**config.mk**
```make
export PLATFORM = sky130hd
export DESIGN_NAME = ajpb_ctrl
export DESIGN_NICKNAME = d
export VERILOG_FILES = /design/src/rtl/ajpb_pkg.sv /design/src/rtl/ajpb_ctrl.sv
export SDC_FILE = /design/constraint.sdc
export NUM_CORES = 1
export LEC_CHECK = 0
export BUFFER_PORTS_ARGS = -buffer_cell sky130_fd_sc_hd__buf_2
export CORE_AREA = 3 3 203 126
export CTS_CLUSTER_DIAMETER = 100
export CTS_CLUSTER_SIZE = 12
export DETAILED_ROUTE_END_ITERATION = 8
export DIE_AREA = 0 0 206 129
export REMOVE_ABC_BUFFERS = 1
export SLEW_MARGIN = 20
export SYNTH_ARGS = -nofsm -noshare
export SYNTH_HDL_FRONTEND = slang
export SYNTH_SLANG_ARGS = --single-unit
export TNS_END_PERCENT = 30
```
**constraint.sdc**
```tcl
create_clock -name clk_i -period 8.54 [get_ports clk_i]
set_input_delay 0 -clock clk_i [delete_from_list [all_inputs] [get_ports clk_i]]
set_output_delay 0 -clock clk_i [all_outputs]
set_load 0.02 [all_outputs]
```
**src/rtl/ajpb_pkg.sv**
```systemverilog
// Shared types, register codes and constants of the adaptive jitter playout buffer.
package ajpb_pkg;

  localparam int unsigned RING_DEPTH_DEF = 4096;

  localparam int unsigned SAMPLE_W = 16;
  localparam int unsigned FILL_OUT_W = 13;
  localparam int unsigned CFG_DATA_W = 32;
  localparam int unsigned CFG_IDX_W = 3;
  localparam int unsigned DEPTH_W = 4;
  localparam int unsigned FRAME_W = 8;
  localparam int unsigned WIN_W = 10;
  localparam int unsigned STABLE_W = 12;
  localparam int unsigned AMP_W = 15;
  localparam int unsigned CNT_W = 32;
  localparam int unsigned THR_W = DEPTH_W + FRAME_W;

  localparam logic [FRAME_W-1:0]    FRAME_SIZE_RST     = 8'd160;
  localparam logic [DEPTH_W-1:0]    DEPTH_MIN_RST      = 4'd1;
  localparam logic [DEPTH_W-1:0]    DEPTH_MAX_RST      = 4'd4;
  localparam logic [WIN_W-1:0]      ADAPT_WINDOW_RST   = 10'd50;
  localparam logic [WIN_W-1:0]      UNDERRUN_LIMIT_RST = 10'd3;
  localparam logic [STABLE_W-1:0]   STABLE_WINDOW_RST  = 12'd500;
  localparam logic [AMP_W-1:0]      NOISE_AMP_RST      = 15'd33;
  localparam logic [CFG_DATA_W-1:0] NOISE_SEED_RST     = 32'h1234_5678;

  localparam logic [31:0] LCG_MUL = 32'd1664525;
  localparam logic [31:0] LCG_ADD = 32'd1013904223;

  typedef enum logic [1:0] {
    MODE_WRITE = 2'd0,
    MODE_READ  = 2'd1,
    MODE_FLUSH = 2'd2,
    MODE_NOP   = 2'd3
  } mode_e;

  typedef enum logic [CFG_IDX_W-1:0] {
    CFG_FRAME_SIZE     = 3'd0,
    CFG_DEPTH_MIN      = 3'd1,
    CFG_DEPTH_MAX      = 3'd2,
    CFG_ADAPT_WINDOW   = 3'd3,
    CFG_UNDERRUN_LIMIT = 3'd4,
    CFG_STABLE_WINDOW  = 3'd5,
    CFG_NOISE_AMP      = 3'd6,
    CFG_NOISE_SEED     = 3'd7
  } cfg_idx_e;

  typedef struct packed {
    logic [FRAME_W-1:0]  frame_size;
    logic [DEPTH_W-1:0]  depth_min;
    logic [DEPTH_W-1:0]  depth_max;
    logic [WIN_W-1:0]    adapt_window;
    logic [WIN_W-1:0]    underrun_limit;
    logic [STABLE_W-1:0] stable_window;
    logic [AMP_W-1:0]    noise_amp;
  } cfg_t;

  // How the word in flight is to be completed.
  typedef struct packed {
    logic pop;
    logic noise;
    logic dropped;
  } kind_t;

  typedef struct packed {
    logic               ready;
    logic [DEPTH_W-1:0] depth;
    logic [CNT_W-1:0]   drops;
    logic [CNT_W-1:0]   underruns;
  } status_t;

endpackage

```
**src/rtl/ajpb_ctrl.sv**
```systemverilog
// Ring pointers, fill, ready, frame tracking, adaptive depth rule and counters.
module ajpb_ctrl import ajpb_pkg::*; #(
  parameter int unsigned RingDepth = RING_DEPTH_DEF,
  localparam int unsigned AddrW = $clog2(RingDepth),
  localparam int unsigned FillW = $clog2(RingDepth + 1)
) (
  input  logic                clk_i,
  input  logic                rst_ni,
  input  logic                accept_i,
  input  logic [1:0]          mode_i,
  input  logic                frame_last_i,
  input  cfg_t                cfg_i,
  output logic                ring_we_o,
  output logic [AddrW-1:0]    ring_waddr_o,
  output logic                ring_re_o,
  output logic [AddrW-1:0]    ring_raddr_o,
  output logic                noise_adv_o,
  output kind_t               kind_o,
  output status_t             status_o,
  output logic [FillW-1:0]    fill_o
);

  localparam int unsigned CmpW = (FillW > THR_W) ? FillW : THR_W;

  logic [AddrW-1:0]    wr_ptr_q, wr_ptr_d, rd_ptr_q, rd_ptr_d;
  logic [FillW-1:0]    fill_q, fill_d;
  logic                ready_q, ready_d;
  logic [DEPTH_W-1:0]  depth_q, depth_d;
  logic [WIN_W-1:0]    wf_q, wf_d, wu_q, wu_d;
  logic [STABLE_W-1:0] sf_q, sf_d;
  logic                in_frame_q, in_frame_d, fwr_q, fwr_d, short_q, short_d;
  logic [CNT_W-1:0]    drops_q, drops_d, under_q, under_d;
  kind_t               kind_q, kind_d;

  logic             fwr, short_v, pop, full;
  logic [THR_W-1:0] thr;

  always_comb begin
    wr_ptr_d    = wr_ptr_q;
    rd_ptr_d    = rd_ptr_q;
    fill_d      = fill_q;
    ready_d     = ready_q;
    depth_d     = depth_q;
    wf_d        = wf_q;
    wu_d        = wu_q;
    sf_d        = sf_q;
    in_frame_d  = in_frame_q;
    fwr_d       = fwr_q;
    short_d     = short_q;
    drops_d     = drops_q;
    under_d     = under_q;
    kind_d      = kind_q;
    ring_we_o   = 1'b0;
    ring_re_o   = 1'b0;
    noise_adv_o = 1'b0;

    // A read that opens a frame samples the ready flag for the whole frame.
    fwr     = in_frame_q ? fwr_q : ready_q;
    short_v = in_frame_q & short_q;
    pop     = fwr && (fill_q != '0);
    full    = (fill_q == FillW'(RingDepth));
    thr     = {{FRAME_W{1'b0}}, depth_q} * {{DEPTH_W{1'b0}}, cfg_i.frame_size};

    if (accept_i) begin
      kind_d = '0;
      case (mode_e'(mode_i))
        MODE_WRITE: begin
          if (full) begin
            kind_d.dropped = 1'b1;
            if (drops_q != '1) begin
              drops_d = drops_q + 1'b1;
            end
          end else begin
            ring_we_o = 1'b1;
            wr_ptr_d  = (wr_ptr_q == AddrW'(RingDepth - 1)) ? '0 : wr_ptr_q + 1'b1;
            fill_d    = fill_q + 1'b1;
          end
          if (!ready_q && (CmpW'(fill_d) >= CmpW'(thr))) begin
            ready_d = 1'b1;
          end
        end
        MODE_READ: begin
          if (pop) begin
            ring_re_o  = 1'b1;
            rd_ptr_d   = (rd_ptr_q == AddrW'(RingDepth - 1)) ? '0 : rd_ptr_q + 1'b1;
            fill_d     = fill_q - 1'b1;
            kind_d.pop = 1'b1;
          end else begin
            kind_d.noise = 1'b1;
            noise_adv_o  = 1'b1;
            short_v      = short_v | fwr;
          end
          if (frame_last_i) begin
            if (fwr) begin
              if (short_v && (under_q != '1)) begin
                under_d = under_q + 1'b1;
              end
              wf_d = wf_q + 1'b1;
              if (short_v) begin
                if (wu_q != '1) begin
                  wu_d = wu_q + 1'b1;
                end
                sf_d = '0;
              end else if (sf_q != '1) begin
                sf_d = sf_q + 1'b1;
              end
              if (wf_d >= cfg_i.adapt_window) begin
                if ((wu_d > cfg_i.underrun_limit) && (depth_q < cfg_i.depth_max)) begin
                  depth_d = depth_q + 1'b1;
                  ready_d = 1'b0;
                end
                wu_d = '0;
                wf_d = '0;
              end
              if ((sf_d >= cfg_i.stable_window) && (depth_d > cfg_i.depth_min)) begin
                depth_d = depth_d - 1'b1;
                sf_d    = '0;
              end
            end
            in_frame_d = 1'b0;
            fwr_d      = 1'b0;
            short_d    = 1'b0;
          end else begin
            in_frame_d = 1'b1;
            fwr_d      = fwr;
            short_d    = short_v;
          end
        end
        MODE_FLUSH: begin
          wr_ptr_d   = '0;
          rd_ptr_d   = '0;
          fill_d     = '0;
          ready_d    = 1'b0;
          in_frame_d = 1'b0;
          fwr_d      = 1'b0;
          short_d    = 1'b0;
        end
        default: begin
        end
      endcase
    end
  end

  always_ff @(posedge clk_i or negedge rst_ni) begin
    if (!rst_ni) begin
      wr_ptr_q   <= '0;
      rd_ptr_q   <= '0;
      fill_q     <= '0;
      ready_q    <= 1'b0;
      depth_q    <= DEPTH_MIN_RST;
      wf_q       <= '0;
      wu_q       <= '0;
      sf_q       <= '0;
      in_frame_q <= 1'b0;
      fwr_q      <= 1'b0;
      short_q    <= 1'b0;
      drops_q    <= '0;
      under_q    <= '0;
      kind_q     <= '0;
    end else begin
      wr_ptr_q   <= wr_ptr_d;
      rd_ptr_q   <= rd_ptr_d;
      fill_q     <= fill_d;
      ready_q    <= ready_d;
      depth_q    <= depth_d;
      wf_q       <= wf_d;
      wu_q       <= wu_d;
      sf_q       <= sf_d;
      in_frame_q <= in_frame_d;
      fwr_q      <= fwr_d;
      short_q    <= short_d;
      drops_q    <= drops_d;
      under_q    <= under_d;
      kind_q     <= kind_d;
    end
  end

  assign ring_waddr_o       = wr_ptr_q;
  assign ring_raddr_o       = rd_ptr_q;
  assign kind_o             = kind_q;
  assign fill_o             = fill_q;
  assign status_o.ready     = ready_q;
  assign status_o.depth     = depth_q;
  assign status_o.drops     = drops_q;
  assign status_o.underruns = under_q;

  a_fill_bound : assert property (@(posedge clk_i) disable iff (!rst_ni)
    fill_q <= FillW'(RingDepth))
    else $error("ring fill count exceeds ring depth");

  a_pop_nonempty : assert property (@(posedge clk_i) disable iff (!rst_ni)
    ring_re_o |-> (fill_q != '0) && fwr)
    else $error("ring popped while empty or frame not ready");

  a_flush_clears : assert property (@(posedge clk_i) disable iff (!rst_ni)
    (accept_i && (mode_i == MODE_FLUSH)) |=> (fill_q == '0) && !ready_q && !in_frame_q)
    else $error("flush did not clear the ring state");

endmodule

```
# [Word-level counts from Yosys, hierarchy flattened]
# Cells that the tools add are included.
[word_totals] input_bits=69 output_inout_bits=112 ff_bits=144 word_cells=132
[classes] eq_ne=16 order_cmp=6 mul=1 bitwise_logic=2 muxes=61 reduce_logical=19 addsub=11
[ops] op="$mux W12" count=11
[ops] op="$mux W10" count=8
[ops] op="$add A32 B1 Y32 const B" count=2
[ops] op="$ne A32 B32 Y1 const B" count=2
[ops] op="$mux W13" count=4
[ops] op="$pmux W12 S2" count=2
[ops] op="$pmux W13 S3" count=1
[ops] op="$add A12 B1 Y12 const B" count=3
[ops] op="$mux W4" count=7
[ops] op="$eq A12 B12 Y1 const B" count=2
[ops] op="$mux W1" count=23
[ops] op="$add A10 B1 Y10 const B" count=2
[ops] op="$ne A2 B2 Y1 const B" count=7
[ops] op="$add A13 B1 Y13 const B" count=1
[ops] op="$eq A13 B13 Y1 const B" count=1
[ops] op="$ge A13 B12 Y1" count=1
[ops] op="$reduce_bool A13 Y1" count=1
[ops] op="$sub A13 B1 Y13 const B" count=1
[ops] op="$ge A12 B12 Y1" count=1
[ops] op="$mul A4 B8 Y12" count=1
[ops] op="$ne A12 B12 Y1 const B" count=1
[ops] op="$ge A10 B10 Y1" count=1
[ops] op="$gt A10 B10 Y1" count=1
[ops] op="$ne A10 B10 Y1 const B" count=1
[ops] op="21 further kinds" count=31

# [Depth between registers and ports, before layout]
[logic_depth] ltp_word=21 ltp_mapped=25 depth_no_buf=23

# [Least setup slack after synthesis]
# OpenSTA, ideal clock, no wires.
[synth_path] kind="register to register" startpoint="register fill_q[8] (netlist: fill_o[8])" endpoint="register depth_q[3]" setup_slack_ps=3123 stages_incl_launch_ff=25 n_path_buf=2 period_less_slack_ps=5417 t_arrival_ps=5292 t_required_ps=8415 setup_ps=125 path_cell_list="dfrtp_1 -> buf_2 -> nor4_1 -> and4_1 -> and2_1 -> a22o_1 -> buf_6 -> o21ai_0 -> nor2_1 -> nand3_1 -> xnor2_1 -> ha_1 -> a21oi_1 -> o21ai_0 -> a2111o_1 -> o211a_1 -> xnor2_1 -> ha_1 -> nand3_1 -> a21oi_1 -> o211a_1 -> a211oi_2 -> nand3_1 -> xnor2_1 -> mux2_2"
[synth_between] elab_chain_len=21 word_cells_on_any_way=28 classes_between="add/sub: 1; order compare: 3; mux: 20; reduce/logical: 4"
[synth_lines] item="start, declared" line="ajpb_ctrl.sv:26" source="logic [FillW-1:0] fill_q, fill_d;"
[synth_lines] item="start signal, assigned" line="ajpb_ctrl.sv:163" source="fill_q <= fill_d;"
[synth_lines] item="$reduce_bool A13 Y1 *" line="ajpb_ctrl.sv:60" source="pop = fwr && (fill_q != '0);"
[synth_lines] item="$logic_and A1 B1 Y1 *" line="ajpb_ctrl.sv:60"
[synth_lines] item="$mux W1 *" line="ajpb_ctrl.sv:83" source="if (pop) begin"
[synth_lines] item="$mux W1 *" line="ajpb_ctrl.sv:66" source="case (mode_e'(mode_i))"
[synth_lines] item="$mux W1 *" line="ajpb_ctrl.sv:64" source="if (accept_i) begin"
[synth_lines] item="$mux W10" line="ajpb_ctrl.sv:99" source="if (short_v) begin"
[synth_lines] item="$mux W10" line="ajpb_ctrl.sv:94" source="if (fwr) begin"
[synth_lines] item="$mux W10" line="ajpb_ctrl.sv:93" source="if (frame_last_i) begin"
[synth_lines] item="[... 5 more ...]"
[synth_lines] item="$mux W4" line="ajpb_ctrl.sv:107" source="if (wf_d >= cfg_i.adapt_window) begin"
[synth_lines] item="$mux W4" line="ajpb_ctrl.sv:94"
[synth_lines] item="$mux W4" line="ajpb_ctrl.sv:93"
[synth_lines] item="$mux W4" line="ajpb_ctrl.sv:66"
[synth_lines] item="$mux W4" line="ajpb_ctrl.sv:64"
[synth_lines] item="$gt A4 B4 Y1" line="ajpb_ctrl.sv:115" source="if ((sf_d >= cfg_i.stable_window) && (depth_d > cfg_i.depth_min)) begin"
[synth_lines] item="$logic_and A1 B1 Y1" line="ajpb_ctrl.sv:115"
[synth_lines] item="$mux W4 *" line="ajpb_ctrl.sv:115"
[synth_lines] item="end signal, assigned" line="ajpb_ctrl.sv:165" source="depth_q <= depth_d;"
[synth_lines] item="end, declared" line="ajpb_ctrl.sv:28" source="logic [DEPTH_W-1:0] depth_q, depth_d;"
# Mark *: on every way between the ends. The rest lies on a longest branch, timed or not. The select of a mux whose other input is x is not followed.
# A chain may end at the register's enable or synchronous reset.

# [Worst setup path after layout]
[layout_path] startpoint="register fill_q[8] (netlist: fill_o[8])" endpoint="register sf_q[0]"
[layout_between] elab_chain_len=21 word_cells_on_any_way=27 classes_between="order compare: 3; mux: 20; reduce/logical: 4"
[layout_lines] item="$reduce_bool A13 Y1 *" line="ajpb_ctrl.sv:60"
[layout_lines] item="$logic_and A1 B1 Y1 *" line="ajpb_ctrl.sv:60"
[layout_lines] item="$mux W1 *" line="ajpb_ctrl.sv:83"
[layout_lines] item="$mux W1 *" line="ajpb_ctrl.sv:66"
[layout_lines] item="$mux W1 *" line="ajpb_ctrl.sv:64"
[layout_lines] item="$mux W10" line="ajpb_ctrl.sv:99"
[layout_lines] item="$mux W10" line="ajpb_ctrl.sv:94"
[layout_lines] item="$mux W10" line="ajpb_ctrl.sv:93"
[layout_lines] item="[... 5 more ...]"
[layout_lines] item="$mux W4" line="ajpb_ctrl.sv:107"
[layout_lines] item="$mux W4" line="ajpb_ctrl.sv:94"
[layout_lines] item="$mux W4" line="ajpb_ctrl.sv:93"
[layout_lines] item="$mux W4" line="ajpb_ctrl.sv:66"
[layout_lines] item="$mux W4" line="ajpb_ctrl.sv:64"
[layout_lines] item="$gt A4 B4 Y1" line="ajpb_ctrl.sv:115"
[layout_lines] item="$logic_and A1 B1 Y1" line="ajpb_ctrl.sv:115"
[layout_lines] item="$mux W12 *" line="ajpb_ctrl.sv:115"
[layout_lines] item="end signal, assigned" line="ajpb_ctrl.sv:153" source="sf_q <= '0;"
[layout_lines] item="end signal, assigned" line="ajpb_ctrl.sv:168" source="sf_q <= sf_d;"
[layout_lines] item="end, declared" line="ajpb_ctrl.sv:30" source="logic [STABLE_W-1:0] sf_q, sf_d;"
# Marked as above.

==> results.cfg <==
[run]
drv_cap = 0

[run_status]
status = completed

[logic_synthesis]
syn_avg_cell_area_um2 = 8.83
synth_top_family_by_area = simple AND/OR/NAND/NOR gates
syn-cell-area_mm2 = 0.00991
synth_area_leader_cell = dfrtp_1
yosysTopAreaCellShare_pct = 36.1
synth_compound_area_share_pct = 14.5
synth.area.mux_share_pct = 0.644
seq_area_frac_synth_pct = 36.4
syn_inst = 1123
yosys.area_share.simple_pct = 21.1
yosys_most_used_dff = dfrtp_1
yosys-top-cells-area = dfrtp_1, ha_1, xnor2_1, nand2_1, o21ai_0
ys_warn_count = 0
synthXorXnorAreaFrac_pct = 10.5
ys_top_cells_by_count = dfrtp_1, nand2_1, nor2_1, o21ai_0, ha_1
synth_cell_types = 66
synth_edf_count = 0
synth.most_common_cell = dfrtp_1
synthAdderAreaFrac_pct = 12.6
async_flop_share_pct = 100
ys_ff_latch = 144

[timing]
fin_crit_sh_pct = 78.2
rsz0062_at_grt = no
hold_viol_final = 0
finalCriticalPeriod_ps = 6680
relSlewSlack_pct = 38.9
worstMarginPinSlew_ps = 914
fmax_mhz = 150
whs_ps = 101
setup_viol = 0
slew_violations = 0
fin_setup_tns_ps = 0
skew_ps = 12.5

[min_path]
min_to = ready_q$_DFFE_PN0P_
holdPathStages = 4
min_path_type = in -> reg
holdCritStartpoint = mode_i[1]

[critical_path]
slowest_stage = nor4_1
critPathMaxFanout = 19
worstSetupEndpointType = register
rr_worst_depth = 22
crit_required_ps = 8850
cp-start-kind = register
ff2ff_setup_slack_ps = 1860
crit_top_cell = nor2_1
crit_type = reg -> reg
timing.rr.start = fill_o[8]$_DFFE_PN0P_
reg2reg_to = sf_q[0]$_DFFE_PN0P_
crit_arrival_ps = 6980
path_cells = nor4_1, and4_1, and2_1, a22o_1, buf_4, o21ai_0, nor2_1, nand3_1, xnor2_1, ha_1, a21oi_1, o21ai_0, a2111o_1, o211ai_1, nor2_1, xor2_1, ha_1, o211a_1, a211oi_2, buf_4, nor2_1, a32o_1
crit_buf_inv = 2
crit_family = compound AO/OA/AOI/OAI gates
cpPeakStageDelay_ps = 680

[placement]
gp_congestion = 0.875
dpl.cell_count = 1583
io_buffers = 165
post-dp-hpwl_um = 19700

[power_and_ir_drop]
pwr-share-seq_pct = 39.3
clock_power_share_pct = 33.8
p_leak_nw = 5.83
finalPower_mw = 2.11
internal_power_mw = 1.36
vdd_ir_drop_max_v = 0.000117
switchingPower_mw = 0.753
swShare_pct = 35.7
power_frac_comb_pct = 26.8
power_density_mw_per_mm2 = 181

[global_route]
grt_max_degree = 87
grt_pass1_vias = 7780
grt_pass1_wl_um = 42200
grt_use_total_pct = 19.9
antenna_found_initial = 0
overflow = 0

[cts]
post_cts_resize_count = 0
htreeDepth = 4
cts_sinks = 144
cts_buffers = 17
clock_latency_ps = 430
cts-root-buf = clkbuf_16
cts_tree = yes
cts_max_path_buffers = 2
clk_pin_slew_worst_paths_ps = 70

[die]
coreArea_mm2 = 0.0239
rows = 44
die_h_um = 129
pin_count = 181
die_area_mm2 = 0.0266
start_util_pct = 41.5
die_width_um = 206

[final_layout]
drive_above_1_share_pct = 17.1
finalNonFillerCells = 1617
fill_cells = 2321
layout.nets = 1445
diodes = 0
layout-area-overhead-vs-synth_pct = 17.4

[route]
num_vias = 8534
ant_nets = 0
drtIter0Drc = 543
wirelength_um = 26000
drc = 0
routed_via_density = 5.28
wl_per_cell_um = 16.1
first_pass_iters = 5
==> cells in the final DEF, fill, tap and decap left out, types with 3 or more instances in the layout <==
cell,n
o31ai_1,12
nor2b_1,10
inv_1,74
nand2b_1,14
xor2_1,38
clkbuf_16,17
or2_2,5
clkinvlp_4,4
dlygate4sd3_1,3
a21oi_1,45
o2111ai_1,6
nand4_1,24
and4_1,9
o22ai_1,4
buf_2,164
xnor2_1,78
o21bai_1,4
mux2i_1,3
a31oi_1,10
o21a_1,3
and2_1,30
dfrtp_1,143
mux2_2,3
clkinv_2,4
nand2_1,127
o21ai_0,85
ha_1,81
a21o_1,10
fa_1,12
a22o_1,16
or3_1,7
o41ai_1,3
and3_1,22
nor2_1,85
a211oi_1,5
buf_4,7
nor3_1,21
nand3_1,60
nor4_1,5
==> area by class of cell <==
class | count | area, um2 | share of cell area (%)
Timing Repair Buffer | 175 | 915 | 7.86
Clock inverter | 13 | 115 | 0.989
Tap cell | 322 | 403 | 3.46
Multi-Input combinational cell | 870 | 5880 | 50.5
Sequential cell | 144 | 3600 | 31.0
Inverter | 75 | 282 | 2.42
Clock buffer | 18 | 439 | 3.77
==> per-layer routing <==
metal	GRT usage, %	part of all wire, %
met5	0	0
met4	3.95	0.69
met3	3.94	5.4
met2	26.6	40
met1	32.6	54
==> sequential cells by signal (all words and copies together), names as in the netlist <==
register,count
ring_raddr_o,12
sf_q,12
ring_waddr_o,12
wf_q,10
drops_q,32
depth_q,4
fwr_q,1
fill_o,13
ready_q,1
kind_o,3
wu_q,10
under_q,32
short_q,1
in_frame_q,1
==> cell families after synthesis <==
family,count (synthesis)
flip-flops,144
XOR/XNOR,117
AND/OR/NAND/NOR,429
AO/OA/AOI/OAI,225
multiplexers,6
buffers and inverters,109
adder cells (fa/ha/maj),93
==> how the worst max path moves through the flow <==
| stage | startpoint | to | slack, ps | cells after the start |
|---|---|---|---|---|
| after floorplan | fill_o[8]$_DFFE_PN0P_ | depth_q[3]$_DFFE_PN0P_ | 2560 | 22 |
| after global placement | fill_o[8]$_DFFE_PN0P_ | sf_q[0]$_DFFE_PN0P_ | 2050 | 22 |
| after detailed placement | fill_o[8]$_DFFE_PN0P_ | sf_q[0]$_DFFE_PN0P_ | 1950 | 22 |
| after CTS | fill_o[8]$_DFFE_PN0P_ | sf_q[0]$_DFFE_PN0P_ | 1940 | 22 |
| after global routing | fill_o[8]$_DFFE_PN0P_ | sf_q[0]$_DFFE_PN0P_ | 1290 | 23 |
| final | fill_o[8]$_DFFE_PN0P_ | sf_q[0]$_DFFE_PN0P_ | 1860 | 22 |
==> worst register-to-register path, cell delays in order, from the launching register on <==
cell and delay [ps]:
dfrtp_1 510, nor4_1 680, and4_1 350, and2_1 200, a22o_1 140, buf_4 260
o21ai_0 250, nor2_1 450, nand3_1 190, xnor2_1 160, ha_1 310, a21oi_1 130
o21ai_0 110, a2111o_1 510, o211ai_1 310, nor2_1 120, xor2_1 250, ha_1 310
o211a_1 150, a211oi_2 510, buf_4 270, nor2_1 100, a32o_1 290
==> power by group through the flow <==
| stage | clock (mW) | sequential [mW] | combinational [mW] |
|---|---|---|---|
| 4_1_cts | 0.739 | 0.829 | 0.567 |
| 3_5_place_dp | 0 | 0.840 | 0.562 |
| 2_1_floorplan | 0 | 0.874 | 0.327 |
| 5_1_grt | 0.767 | 0.843 | 0.639 |
| 3_3_place_gp | 0 | 0.838 | 0.555 |
| 6_report | 0.715 | 0.831 | 0.566 |
==> what timing repair did <==
item	4_1_cts	5_1_grt
buffers inserted	0	0
hold endpoints to repair	92	0
hold buffers	3	0
==> stage by stage <==
step | util, % | cell area (um2) | setup slack [ps]
2_1_floorplan | - | 9770 | 2560
3_3_place_gp | 46.3 | 11100 | 2050
3_5_place_dp | 46.3 | 11100 | 1950
4_1_cts | 48.7 | 11600 | 1940
5_1_grt | 48.7 | 11600 | 1290
6_report | 48.7 | 11600 | 1860
Note: power is estimated with default switching activity, not from simulation.
