`src/rtl/ajpb_pkg.sv`:
```
// Shared types, register codes and constants of the adaptive jitter playout buffer.
package ajpb_pkg;

  localparam int unsigned RING_DEPTH_DEF = 4096;

  localparam int unsigned SAMPLE_W = 16;
  localparam int unsigned FILL_OUT_W = 13;
  localparam int unsigned CFG_DATA_W = 32;
  localparam int unsigned CFG_IDX_W = 3;
  localparam int unsigned DEPTH_W = 4;
  localparam int unsigned FRAME_W = 8;
  localparam int unsigned WIN_W = 10;
  localparam int unsigned STABLE_W = 12;
  localparam int unsigned AMP_W = 15;
  localparam int unsigned CNT_W = 32;
  localparam int unsigned THR_W = DEPTH_W + FRAME_W;

  localparam logic [FRAME_W-1:0]    FRAME_SIZE_RST     = 8'd160;
  localparam logic [DEPTH_W-1:0]    DEPTH_MIN_RST      = 4'd1;
  localparam logic [DEPTH_W-1:0]    DEPTH_MAX_RST      = 4'd4;
  localparam logic [WIN_W-1:0]      ADAPT_WINDOW_RST   = 10'd50;
  localparam logic [WIN_W-1:0]      UNDERRUN_LIMIT_RST = 10'd3;
  localparam logic [STABLE_W-1:0]   STABLE_WINDOW_RST  = 12'd500;
  localparam logic [AMP_W-1:0]      NOISE_AMP_RST      = 15'd33;
  localparam logic [CFG_DATA_W-1:0] NOISE_SEED_RST     = 32'h1234_5678;

  localparam logic [31:0] LCG_MUL = 32'd1664525;
  localparam logic [31:0] LCG_ADD = 32'd1013904223;

  typedef enum logic [1:0] {
    MODE_WRITE = 2'd0,
    MODE_READ  = 2'd1,
    MODE_FLUSH = 2'd2,
    MODE_NOP   = 2'd3
  } mode_e;

  typedef enum logic [CFG_IDX_W-1:0] {
    CFG_FRAME_SIZE     = 3'd0,
    CFG_DEPTH_MIN      = 3'd1,
    CFG_DEPTH_MAX      = 3'd2,
    CFG_ADAPT_WINDOW   = 3'd3,
    CFG_UNDERRUN_LIMIT = 3'd4,
    CFG_STABLE_WINDOW  = 3'd5,
    CFG_NOISE_AMP      = 3'd6,
    CFG_NOISE_SEED     = 3'd7
  } cfg_idx_e;

  typedef struct packed {
    logic [FRAME_W-1:0]  frame_size;
    logic [DEPTH_W-1:0]  depth_min;
    logic [DEPTH_W-1:0]  depth_max;
    logic [WIN_W-1:0]    adapt_window;
    logic [WIN_W-1:0]    underrun_limit;
    logic [STABLE_W-1:0] stable_window;
    logic [AMP_W-1:0]    noise_amp;
  } cfg_t;

  // How the word in flight is to be completed.
  typedef struct packed {
    logic pop;
    logic noise;
    logic dropped;
  } kind_t;

  typedef struct packed {
    logic               ready;
    logic [DEPTH_W-1:0] depth;
    logic [CNT_W-1:0]   drops;
    logic [CNT_W-1:0]   underruns;
  } status_t;

endpackage

```
`src/rtl/ajpb_noise.sv`:
```
// Comfort noise generator: 32-bit LCG state and amplitude scaling.
module ajpb_noise import ajpb_pkg::*; (
  input  logic                       clk_i,
  input  logic                       rst_ni,
  input  logic                       seed_load_i,
  input  logic [CFG_DATA_W-1:0]      seed_i,
  input  logic                       advance_i,
  input  logic [AMP_W-1:0]           amplitude_i,
  output logic signed [SAMPLE_W-1:0] sample_o
);

  logic [31:0]                state_q, state_d;
  logic signed [SAMPLE_W-1:0] centered;
  logic signed [31:0]         scaled;

  always_comb begin
    state_d = state_q;
    if (seed_load_i) begin
      state_d = seed_i;
    end else if (advance_i) begin
      state_d = state_q * LCG_MUL + LCG_ADD;
    end
  end

  always_ff @(posedge clk_i or negedge rst_ni) begin
    if (!rst_ni) begin
      state_q <= NOISE_SEED_RST;
    end else begin
      state_q <= state_d;
    end
  end

  // Upper half minus 32768 is the upper half with its top bit flipped.
  assign centered = {~state_q[31], state_q[30:16]};
  assign scaled   = 32'(centered) * $signed({17'd0, amplitude_i});
  // Arithmetic shift gives the floor of the division by 32768.
  assign sample_o = scaled[30:15];

endmodule

```
`config.mk`:
```
export PLATFORM = sky130hd
export DESIGN_NAME = ajpb_noise
export DESIGN_NICKNAME = d
export VERILOG_FILES = /design/src/rtl/ajpb_pkg.sv /design/src/rtl/ajpb_noise.sv
export SDC_FILE = /design/constraint.sdc
export NUM_CORES = 1
export LEC_CHECK = 0
export ABC_AREA = 1
export BUFFER_PORTS_ARGS = -buffer_cell sky130_fd_sc_hd__buf_2
export CAP_MARGIN = 20
export CELL_PAD_IN_SITES_DETAIL_PLACEMENT = 1
export CELL_PAD_IN_SITES_GLOBAL_PLACEMENT = 1
export CORE_ASPECT_RATIO = 0.7
export CORE_UTILIZATION = 50
export CTS_BUF_LIST = sky130_fd_sc_hd__clkbuf_16
export DETAILED_ROUTE_END_ITERATION = 12
export PLACE_DENSITY_LB_ADDON = 0.2
export SLEW_MARGIN = 20
export SYNTH_ARGS = -nofsm -noshare
export SYNTH_HDL_FRONTEND = slang
export SYNTH_SLANG_ARGS = --single-unit
```
`constraint.sdc`:
```
create_clock -name clk_i -period 10.92 [get_ports clk_i]
set_input_delay 2.184 -clock clk_i [delete_from_list [all_inputs] [get_ports clk_i]]
set_output_delay 2.184 -clock clk_i [all_outputs]
set_load 0.1 [all_outputs]
```
# Word-level counts from Yosys, hierarchy flattened
# Index checks and enable logic that the tools add are counted.
[word_totals]
out_inout_bits = 16
elab_cells = 8
rom_bits = 0
latchBits = 0
regBits = 32
input_bits = 51
ram_bits = 0
mem_count = 0
[op_classes]
div_mod_pow = 0
mul = 2
shifts = 0
addsub = 1
n_bitwise = 1
mux = 2
magnitude_cmp = 0
n_eq_ne = 0
reduce_logical = 1
[op_table]
columns = ["operator", "n"]
rows = [
  ["2-to-1 mux 32 bit", 2],
  ["adder 32 x 30 -> 32 bit (second input constant)", 1],
  ["multiplier 32 x 21 -> 32 bit (second input constant)", 1],
  ["multiplier 16 x 16 -> 31 bit", 1],
  ["nonzero test 2 bit", 1],
  ["inverter 1 bit", 1],
]

# Depth between registers and ports, before layout
# Gate-level depths: netlist of run 1.
[logic_depth]
depth_word = 4
ltp_mapped = 27
mapped_depth_nobuf = 27

# Least setup slack after synthesis of run 1
# OpenSTA, ideal clock, no wires.
[synth_timing]
path_type = "in2out"
startpoint = "input port amplitude_i[5]"
endpoint = "output port sample_o[9]"
slack_ps = 352
required_time_ps = 8736
path_stages = 18
t_arrival_ps = 8384
path_buffers = 2
path_cell_list = "clkbuf_1 > clkbuf_1 > nand2_1 > fa_1 > fa_1 > inv_1 > fa_1 > fa_1 > fa_1 > fa_1 > ha_1 > nand2_1 > nor2_1 > inv_1 > nor3_1 > o21ai_0 > nand4_1 > xor2_1"
[synth_between]
elab_chain_cells = 1
[synth_lines]
columns = ["item", "line", "rtl"]
rows = [
  ["start, declared", "ajpb_noise.sv:8", "input logic [AMP_W-1:0] amplitude_i,"],
  ["multiplier 16 x 16 -> 31 bit", "ajpb_noise.sv:35", "assign scaled = 32'(centered) * $signed({17'd0, amplitude_i});"],
  ["end, declared", "ajpb_noise.sv:9", "output logic signed [SAMPLE_W-1:0] sample_o"],
]
# Every way passes these cells.

# Final worst setup path of run 1
[layout_timing]
startpoint = "input port amplitude_i[1]"
endpoint = "output port sample_o[12]"
# The elaborated chain is that of the path after synthesis.

==> flow_summary.json, run 1 <==
{
  "synth_area_leader_cell": "fa_1",
  "cts_tree": "built",
  "insertion_delay_ns": 0.29,
  "postCtsSetupBuffers": 0,
  "diodes": 0,
  "drive_gt1_frac": 0.0454,
  "setup_viol": 0,
  "final_common_cell": "inv_1",
  "grt_start_max_net_pins": 35,
  "skew_ns": 0.00601,
  "cpMostUsedCell": "nand2_1",
  "dp_hpwl_mm": 52.2,
  "cts-htree-levels": 2,
  "largest_reg_flops": 32,
  "viasPerCell": 5.38,
  "antenna_found_initial": 0,
  "worstSetupEndpointType": "output port",
  "path_class": "in2out",
  "synth.distinct_cells": 44,
  "fmax_mhz": 95.9,
  "synth_area_leaders": "fa_1 (41%), ha_1 (16%), inv_1 (15%)",
  "cp_top_family": "adder cells",
  "cts_resized": 0,
  "reg.largest.list": "state_q x32",
  "drc": 0,
  "core_sq_um": 36200,
  "outcome": "complete, no violations",
  "port_buffers": 66,
  "fp.dieH_um": 163,
  "cp_slowest_stage_delay_ns": 0.68,
  "postLayoutCellArea_sq_um": 19400,
  "wl_per_cell_um": 20.8,
  "syn_nets": 3028,
  "cp_slowest_cell": "fa_1",
  "die_area_sq_um": 37800,
  "hold_viol_final": 0,
  "dpl_cell_area_sq_um": 19300,
  "cts-root-buf": "clkbuf_16",
  "worst_pin_slew_ns": 1.11,
  "synth_area_sq_um": 18500,
  "gp_congestion": 0.966,
  "clock-sinks": 32,
  "rsz0062_at_grt": "no",
  "grt_usage": 0.335,
  "hold_class": "reg2reg",
  "whs_ns": 0.516,
  "synth_top_area_share": 0.407,
  "first_pass_iters": 5,
  "cts-buffers-inserted": 5,
  "cts_buffer_depth": 2,
  "ys.warnings.count": 0,
  "max-slew-margin-rel": 0.262,
  "postRouteAntennaNets": 0,
  "syn_area_per_cell_sq_um": 7.84,
  "critPathRequiredTime_ns": 8.74,
  "die_x_um": 232,
  "min_period_ns": 10.43,
  "grt_pass1_vias": 17400,
  "crit_fanout": 16,
  "regMostFlops": "state_q",
  "num_vias": 15400,
  "fin_nets": 3043,
  "area_growth_syn_to_layout_pct": 4.92,
  "holdBufCountCts": 0,
  "finalSetupTns_ns": 0,
  "wirelength_mm": 59.4,
  "grt_overflow": 0,
  "post-route-period-util": 0.955,
  "reg2reg_slack_ns": 4.44,
  "drv_slew": 0,
  "ys_ff_latch": 32,
  "drv_cap": 0,
  "final_cell_mix": "inv_1 (739), nand2_1 (518), fa_1 (377)",
  "crit_chain": "buf_2 > nand2_1 > inv_1 > fa_1 > inv_1 > fa_1 > inv_1 > fa_1 > fa_1 > inv_1 > fa_1 > inv_1 > fa_1 > ha_1 > nand2_1 > nor2_1 > nand2_1 > nor4_1 > nand2_1 > nand2_1 > nand2_1 > nand2_1 > buf_2",
  "drtIter0Drc": 1090,
  "worstPathBufferInverterCount": 7,
  "pin_count": 67,
  "synthCells": 2364,
  "grt_pass1_wl_mm": 95.5,
  "path_clk_slew_ns": 0.06,
  "synth_seq_area_share": 0.0441,
  "row_count": 58,
  "worstPathArrival_ns": 8.25,
  "cp-start-kind": "primary input",
  "initial_core_util": 0.512
}
## synthesized netlist by cell type (all sizes together)
cell type / instances
inv: 739
a31oi: 1
nor2: 83
a21o: 5
xnor2: 22
a211oi: 1
clkinv: 1
o21bai: 8
nand4: 11
clkbuf: 58
a22oi: 18
fa: 377
or2: 3
nand3: 59
dfstp: 13
ha: 236
nor3: 18
a21oi: 65
o311ai: 1
nor4: 2
and2: 1
nand3b: 3
o21a: 6
buf: 9
o221ai: 6
o21ai: 48
and3: 1
o211ai: 8
a21boi: 4
nand2: 520
xor2: 17
o31ai: 1
dfrtp: 19
## worst paths after layout
| path | start | to | cells past startpoint |
|---|---|---|---|
| min in group asynchronous | rst_ni | state_q[2] | 1 |
| max in group asynchronous | rst_ni | state_q[27] | 1 |
| min | state_q[16] | state_q[16] | 2 |
| min reg2reg | state_q[16] | state_q[16] | 2 |
| max | amplitude_i[1] | sample_o[12] | 23 |
| max reg2reg | state_q[1] | state_q[30] | 21 |
## routing by layer
layer	track usage	part of all wire	up-vias
met3	0.100	0.11	43
met5	0	0	-
met1	0.493	0.46	7892
met4	0.0404	0.0094	0
li1	-	-	6893
met2	0.499	0.42	569
## logic make-up after synthesis
kind of cell | after synthesis | share of synthesized area
AOI/OAI and AO/OA | 172 | 0.0550
buffers and inverters | 807 | 0.164
DFF | 32 | 0.0441
and+or+nand+nor | 701 | 0.151
adders and majority gates | 613 | 0.567
xor gates and xnor gates | 39 | 0.0192
## cell type report
class	count	area [sq um]
clock buffers	5	125
multi-input cells	1525	14700
flip-flops and latches	32	817
well taps	480	601
clock inverters	3	38.8
inverters	740	2780
fillers	4517	16800
repair buffers	75	398
## metrics by stage
stage,instances,utilization,worst slack (ns)
2_1_floorplan,2364,-,0.352
3_3_place_gp,2852,0.532,0.732
3_5_place_dp,2852,0.532,0.535
4_1_cts,2860,0.537,0.512
5_1_grt,2860,0.537,0.158
6_report,2860,0.537,0.489
## worst min-delay path: stages (launching register included)
cell	delay, ns
dfrtp_1	0.35
a22oi_1	0.07
nand2_1	0.07
Power of run 1 is left out: the tool's default activity adds up to more than one toggle a clock period on the data nets, which glitch-free logic cannot reach.
==> run 2: changes to the inputs <==
==> constraint.sdc (replaced) <==
create_clock -name clk_i -period 10.92 [get_ports clk_i]
set_input_delay 1.092 -clock clk_i [delete_from_list [all_inputs] [get_ports clk_i]]
set_output_delay 1.092 -clock clk_i [all_outputs]
set_load 0.1 [all_outputs]
==> run 2 against run 1 <==
Net effect: worst setup slack improved by 2.0 ns; die area did not move; wire length hardly changed; register-to-register slack got worse by 0.05 ns; core utilization decreased by 0.17 points; first-iteration DRC count rose by 3.6%; clock skew is 0.0057 ns higher; final cell count is 0.21% lower; final area fell by 0.31%; critical path type unchanged; critical endpoint is now sample_o[15]; highest routed layer unchanged.
==> flow_summary.json, run 2 (synthesized netlist as in run 1, its figures left out) <==
{
  "pin_count": 67,
  "postCtsSetupBuffers": 0,
  "initial_core_util": 0.512,
  "core_sq_um": 36200,
  "area_growth_syn_to_layout_pct": 4.59,
  "gp_congestion": 0.956,
  "pre_cts_slack_ns": 2.50,
  "num_vias": 15400,
  "fmax_mhz": 119,
  "grt_pass1_vias": 17000,
  "outcome": "complete, no violations",
  "worstSetupEndpointType": "output port",
  "cts_resized": 0,
  "critPathRequiredTime_ns": 9.83,
  "drive_gt1_frac": 0.0434,
  "drtIter0Drc": 1129,
  "drc": 0,
  "wirelength_mm": 59.5,
  "insertion_delay_ns": 0.30,
  "fin_nets": 3037,
  "cts-htree-levels": 2,
  "min_to": "state_q[16]",
  "cts_buffer_depth": 2,
  "die_area_sq_um": 37800,
  "dp_hpwl_mm": 52.2,
  "grt_start_max_net_pins": 35,
  "largest_reg_flops": 32,
  "die_x_um": 232,
  "holdPathStages": 2,
  "max-slew-margin-rel": 0.299,
  "first_pass_iters": 5,
  "antenna_found_initial": 0,
  "worst_pin_slew_ns": 1.05,
  "r2r-end": "state_q[31]",
  "grt_pass1_wl_mm": 95.4,
  "reg2reg_from": "state_q[1]",
  "reg.largest.list": "state_q x32",
  "grt_usage": 0.335,
  "path_class": "in2out",
  "fin_ws_ns": 2.50,
  "diodes": 0,
  "cp-start-kind": "primary input",
  "post-route-util": 0.535,
  "clock-sinks": 32,
  "port_buffers": 66,
  "reg2reg_slack_ns": 4.39,
  "crit_fanout": 16,
  "min_period_ns": 8.42,
  "setup_viol": 0,
  "post-route-period-util": 0.771,
  "hold_viol_final": 0,
  "postRouteAntennaNets": 0,
  "cts_tree": "built",
  "final_common_cell": "inv_1",
  "hold_class": "reg2reg",
  "rsz0062_at_grt": "no",
  "drv_cap": 0,
  "cts-buffers-inserted": 5,
  "holdBufCountCts": 0,
  "whs_ns": 0.524,
  "wl_per_cell_um": 20.8,
  "fp.dieH_um": 163,
  "skew_ns": 0.0117,
  "finalSetupTns_ns": 0,
  "cts-root-buf": "clkbuf_16",
  "regMostFlops": "state_q",
  "reg2reg_depth": 24,
  "worstPathArrival_ns": 7.33,
  "min_from": "state_q[16]",
  "row_count": 58,
  "viasPerCell": 5.39,
  "path_clk_slew_ns": 0.07,
  "final_cell_mix": "inv_1 (738), nand2_1 (518), fa_1 (377)",
  "drv_slew": 0,
  "grt_overflow": 0
}
-- run 2: cell count changes in the layout (fill, tap and decap cells not counted), sizes merged --
| cell | previous run | this run |
|---|---|---|
| buf | 75 | 69 |
| bufinv | 1 | 0 |
| clkinvlp | 0 | 2 |
| inv | 740 | 739 |
-- run 2: worst max path at each step --
stage                              start            to  slack, ns  depth (start not counted)
after floorplan           amplitude_i[5]   sample_o[9]       2.54                         18
after CTS                 amplitude_i[1]  sample_o[15]       2.45                         25
after global routing      amplitude_i[1]  sample_o[15]       2.12                         25
after global placement    amplitude_i[1]   sample_o[9]       2.75                         20
final                     amplitude_i[1]  sample_o[15]       2.50                         25
after detailed placement  amplitude_i[1]  sample_o[15]       2.50                         25
-- run 2: routing by layer --
layer	global-route usage	part of all wire
met1	0.505	0.47
met4	0.0461	0.012
met2	0.485	0.41
met5	0	0
met3	0.0969	0.10
-- run 2: metrics by stage --
step	std cells	instance area [sq um]
final	2854	19400
after CTS	2854	19400
after floorplan	2364	18500
after global placement	2846	19200
after global routing	2854	19400
after detailed placement	2846	19200
-- run 2: area by class of cell --
type / instances / area [sq um]
Clock buffer: 5 / 125
Multi-Input combinational cell: 1525 / 14700
Inverter: 740 / 2780
Clock inverter: 3 / 23.8
Timing Repair Buffer: 69 / 353
Fill cell: 4542 / 16800
Sequential cell: 32 / 817
Tap cell: 480 / 601
-- run 2: critical path, cell delays in order --
cell     delay [ns]
buf_2          0.21
nand2_1        0.15
inv_1          0.09
fa_1           0.80
inv_1          0.14
fa_1           0.66
inv_1          0.22
fa_1           0.57
inv_1          0.06
fa_1           0.54
inv_1          0.05
fa_1           0.47
inv_1          0.05
fa_1           0.47
inv_1          0.04
ha_1           0.34
nand2_1        0.14
nor3_1         0.22
nand2_1        0.10
nor3_1         0.17
nand2_1        0.10
nand2_1        0.08
nand3_1        0.06
nand2_1        0.06
buf_2          0.41
Power of run 2 is left out for the same reason.
==> run 3: changes to the inputs <==
--- a/config.mk
+++ b/config.mk
@@ -5,13 +5,13 @@
 export SDC_FILE = /design/constraint.sdc
 export NUM_CORES = 1
 export LEC_CHECK = 0
-export ABC_AREA = 1
+export ABC_AREA = 0
 export BUFFER_PORTS_ARGS = -buffer_cell sky130_fd_sc_hd__buf_2
 export CAP_MARGIN = 20
 export CELL_PAD_IN_SITES_DETAIL_PLACEMENT = 1
 export CELL_PAD_IN_SITES_GLOBAL_PLACEMENT = 1
 export CORE_ASPECT_RATIO = 0.7
-export CORE_UTILIZATION = 50
+export CORE_UTILIZATION = 47
 export CTS_BUF_LIST = sky130_fd_sc_hd__clkbuf_16
 export DETAILED_ROUTE_END_ITERATION = 12
 export PLACE_DENSITY_LB_ADDON = 0.2
==> constraint.sdc (replaced) <==
create_clock -name clk_i -period 7.45 [get_ports clk_i]
set_input_delay 0.745 -clock clk_i [delete_from_list [all_inputs] [get_ports clk_i]]
set_output_delay 0.745 -clock clk_i [all_outputs]
set_load 0.1 [all_outputs]
==> run 3 against run 2 <==
Net effect: die area down 0.72%; critical path depth down 1; critical endpoint is now sample_o[10]; synthesized cell count down 22%; largest cell class unchanged.
==> flow_summary.json, run 3 <==
{
  "seq_area_sq_um": 832,
  "synthCells": 1850,
  "pin_count": 67,
  "grt_pass1_vias": 14500,
  "postLayoutCellArea_sq_um": 19200,
  "num-fill-cells": 4131,
  "drv_cap": 0,
  "crit_fanout": 10,
  "worstSetupEndpointType": "output port",
  "yosys.cell_count.top_type": "inv_1",
  "dr_wl_met3_mm": 4.94,
  "met1Wirelength_mm": 24.5,
  "ys_ff_latch": 32,
  "cts-htree-levels": 2,
  "row_count": 58,
  "die_area_sq_um": 37600,
  "pre_cts_slack_ns": -0.0448,
  "worstPathBufferInverterCount": 8,
  "num_vias": 12800,
  "fmax_mhz": 137,
  "top_layer_used": "met4",
  "clock-sinks": 32,
  "synth_seq_area_share": 0.0473,
  "synth_edf_count": 0,
  "dpl_cell_area_sq_um": 18900,
  "cp_slowest_cell": "fa_1",
  "max-slew-margin-rel": 0.394,
  "synthArstFlopShare": 1.00,
  "final_cell_mix": "inv_1 (532), fa_1 (373), ha_1 (234)",
  "post-route-period-util": 0.982,
  "post-route-util": 0.532,
  "grt_overflow": 0,
  "synth_area_leader_cell": "fa_1",
  "critPathRequiredTime_ns": 6.70,
  "synth_area_sq_um": 17300,
  "multi_input_area_sq_um": 14500,
  "holdBufCountCts": 0,
  "largest_reg_flops": 32,
  "drv_slew": 0,
  "synth_top_area_share": 0.436,
  "ys.flop_type": "dfrtp_1",
  "fin_cells": 2424,
  "reg2reg_depth": 22,
  "initial_core_util": 0.479,
  "synth_area_leaders": "fa_1 (44%), ha_1 (17%), inv_1 (12%)",
  "setup_viol": 0,
  "path_clk_slew_ns": 0.05,
  "hold_class": "in2async",
  "syn_nets": 2514,
  "path_class": "in2out",
  "ys.warnings.count": 0,
  "synth.distinct_cells": 64,
  "cp-start-kind": "primary input",
  "grt_start_max_net_pins": 55,
  "die_x_um": 231,
  "dp_hpwl_mm": 45.9,
  "area_growth_syn_to_layout_pct": 11.0,
  "cts-buffers-inserted": 5,
  "worstPathArrival_ns": 6.57,
  "final_common_cell": "inv_1",
  "outcome": "complete, no violations",
  "viasPerCell": 5.30,
  "worst_pin_slew_ns": 0.907,
  "cp_slowest_stage_delay_ns": 0.53,
  "core_sq_um": 36100,
  "synthTopCellsByCount": "inv_1 (531), fa_1 (377), ha_1 (236), nand2_1 (165), and2_1 (110)",
  "gp_congestion": 0.971,
  "wirelength_mm": 51.7,
  "cts_buffer_depth": 2,
  "cts-root-buf": "clkbuf_16",
  "wl_per_cell_um": 21.3,
  "antenna_found_initial": 3,
  "first_pass_iters": 5,
  "insertion_delay_ns": 0.28,
  "grt_usage": 0.291,
  "cpMostUsedCell": "fa_1",
  "postRouteAntennaNets": 0,
  "hold_viol_final": 0,
  "dr_wl_met2_mm": 21.7,
  "fin_ws_ns": 0.131,
  "drtIter0Drc": 784,
  "placed_cells": 2411,
  "critical_path_depth": 24,
  "fin_nets": 2606,
  "cp_top_family": "adder cells",
  "grt_pass1_wl_mm": 82.3,
  "min_period_ns": 7.32,
  "port_buffers": 66,
  "skew_ns": 0.00452,
  "syn_area_per_cell_sq_um": 9.35,
  "cts_tree": "built",
  "crit_chain": "clkbuf_4 > and2_4 > fa_1 > inv_1 > fa_1 > fa_1 > fa_1 > inv_1 > fa_1 > inv_1 > fa_1 > inv_1 > ha_1 > a21o_1 > a21o_1 > a21o_1 > nor3_4 > o22ai_4 > a221o_4 > buf_4 > a31oi_4 > buf_4 > xnor2_2 > buf_12",
  "regMostFlops": "state_q",
  "reg.largest.list": "state_q x32",
  "drc": 0,
  "drive_gt1_frac": 0.113,
  "fp.dieH_um": 162
}
[run 3: changes by cell type after synthesis, sizes merged, moves of 32 or more]
cell and delta:
inv -208, nor2 -55, nand2 -354, nand3 -54
xnor2 +32, and2 +110
[run 3: cell type report]
class | count | share of cell area
antenna | 1 | 0.000130
multi-input combinational | 1237 | 0.757
clock buffer | 5 | 0.00652
timing repair buffer | 135 | 0.0559
sequential | 32 | 0.0434
inverter | 531 | 0.104
tap | 480 | 0.0313
clock inverter | 3 | 0.00202
[run 3: worst paths after layout]
kind	from	to	slack, ns
worst min register to register	state_q[14]	state_q[14]	0.67
worst max register to register	state_q[7]	state_q[29]	0.89
worst max-delay path	amplitude_i[4]	sample_o[10]	0.13
min in group clk_i	state_q[14]	state_q[14]	0.67
max in group asynchronous	rst_ni	state_q[31]	6.39
worst min-delay path	rst_ni	state_q[0]	0.53
[run 3: metal layers]
layer	vias to the layer above	global-route usage
met4	0	0.0388
met5	-	0
li1	5685	-
met2	396	0.417
met1	6714	0.449
met3	41	0.0753
[run 3: worst reg2reg max path, delay by kind of cell (launching register included)]
family / cells / cell delay [ns]
buf+inv: 6 / 0.50
compound gates: 5 / 1.10
fa+ha+maj: 8 / 3.71
flops: 1 / 0.69
simple gates: 3 / 0.48
[run 3: per-stage QoR]
| stage | hold WS, ns | setup TNS (ns) |
|---|---|---|
| floorplan | 0.449 | -0.134 |
| global placement | 0.644 | 0 |
| detailed placement | 0.654 | -0.142 |
| CTS | 0.552 | 0 |
| global route | 0.593 | -0.0907 |
| finish | 0.531 | 0 |
[run 3: kinds of logic (layout without fill, tap and decap cells)]
logic type	Yosys count	after routing	synth area share
other	0	1	0
AO/OA/AOI/OAI	176	176	0.0729
XOR/XNOR	70	70	0.0355
adder cells (fa/ha/maj)	613	613	0.607
flip-flops	32	32	0.0473
multiplexers	12	12	0.00702
buffers and inverters	581	674	0.126
AND/OR/NAND/NOR	366	366	0.104
[run 3: what timing repair did]
action | CTS | global route
buffers inserted | 2 | 2
endpoints found under the setup margin | 7 | 11
pin swaps | 0 | 14
resized for setup | 12 | 30
Power of run 3 is left out for the same reason.
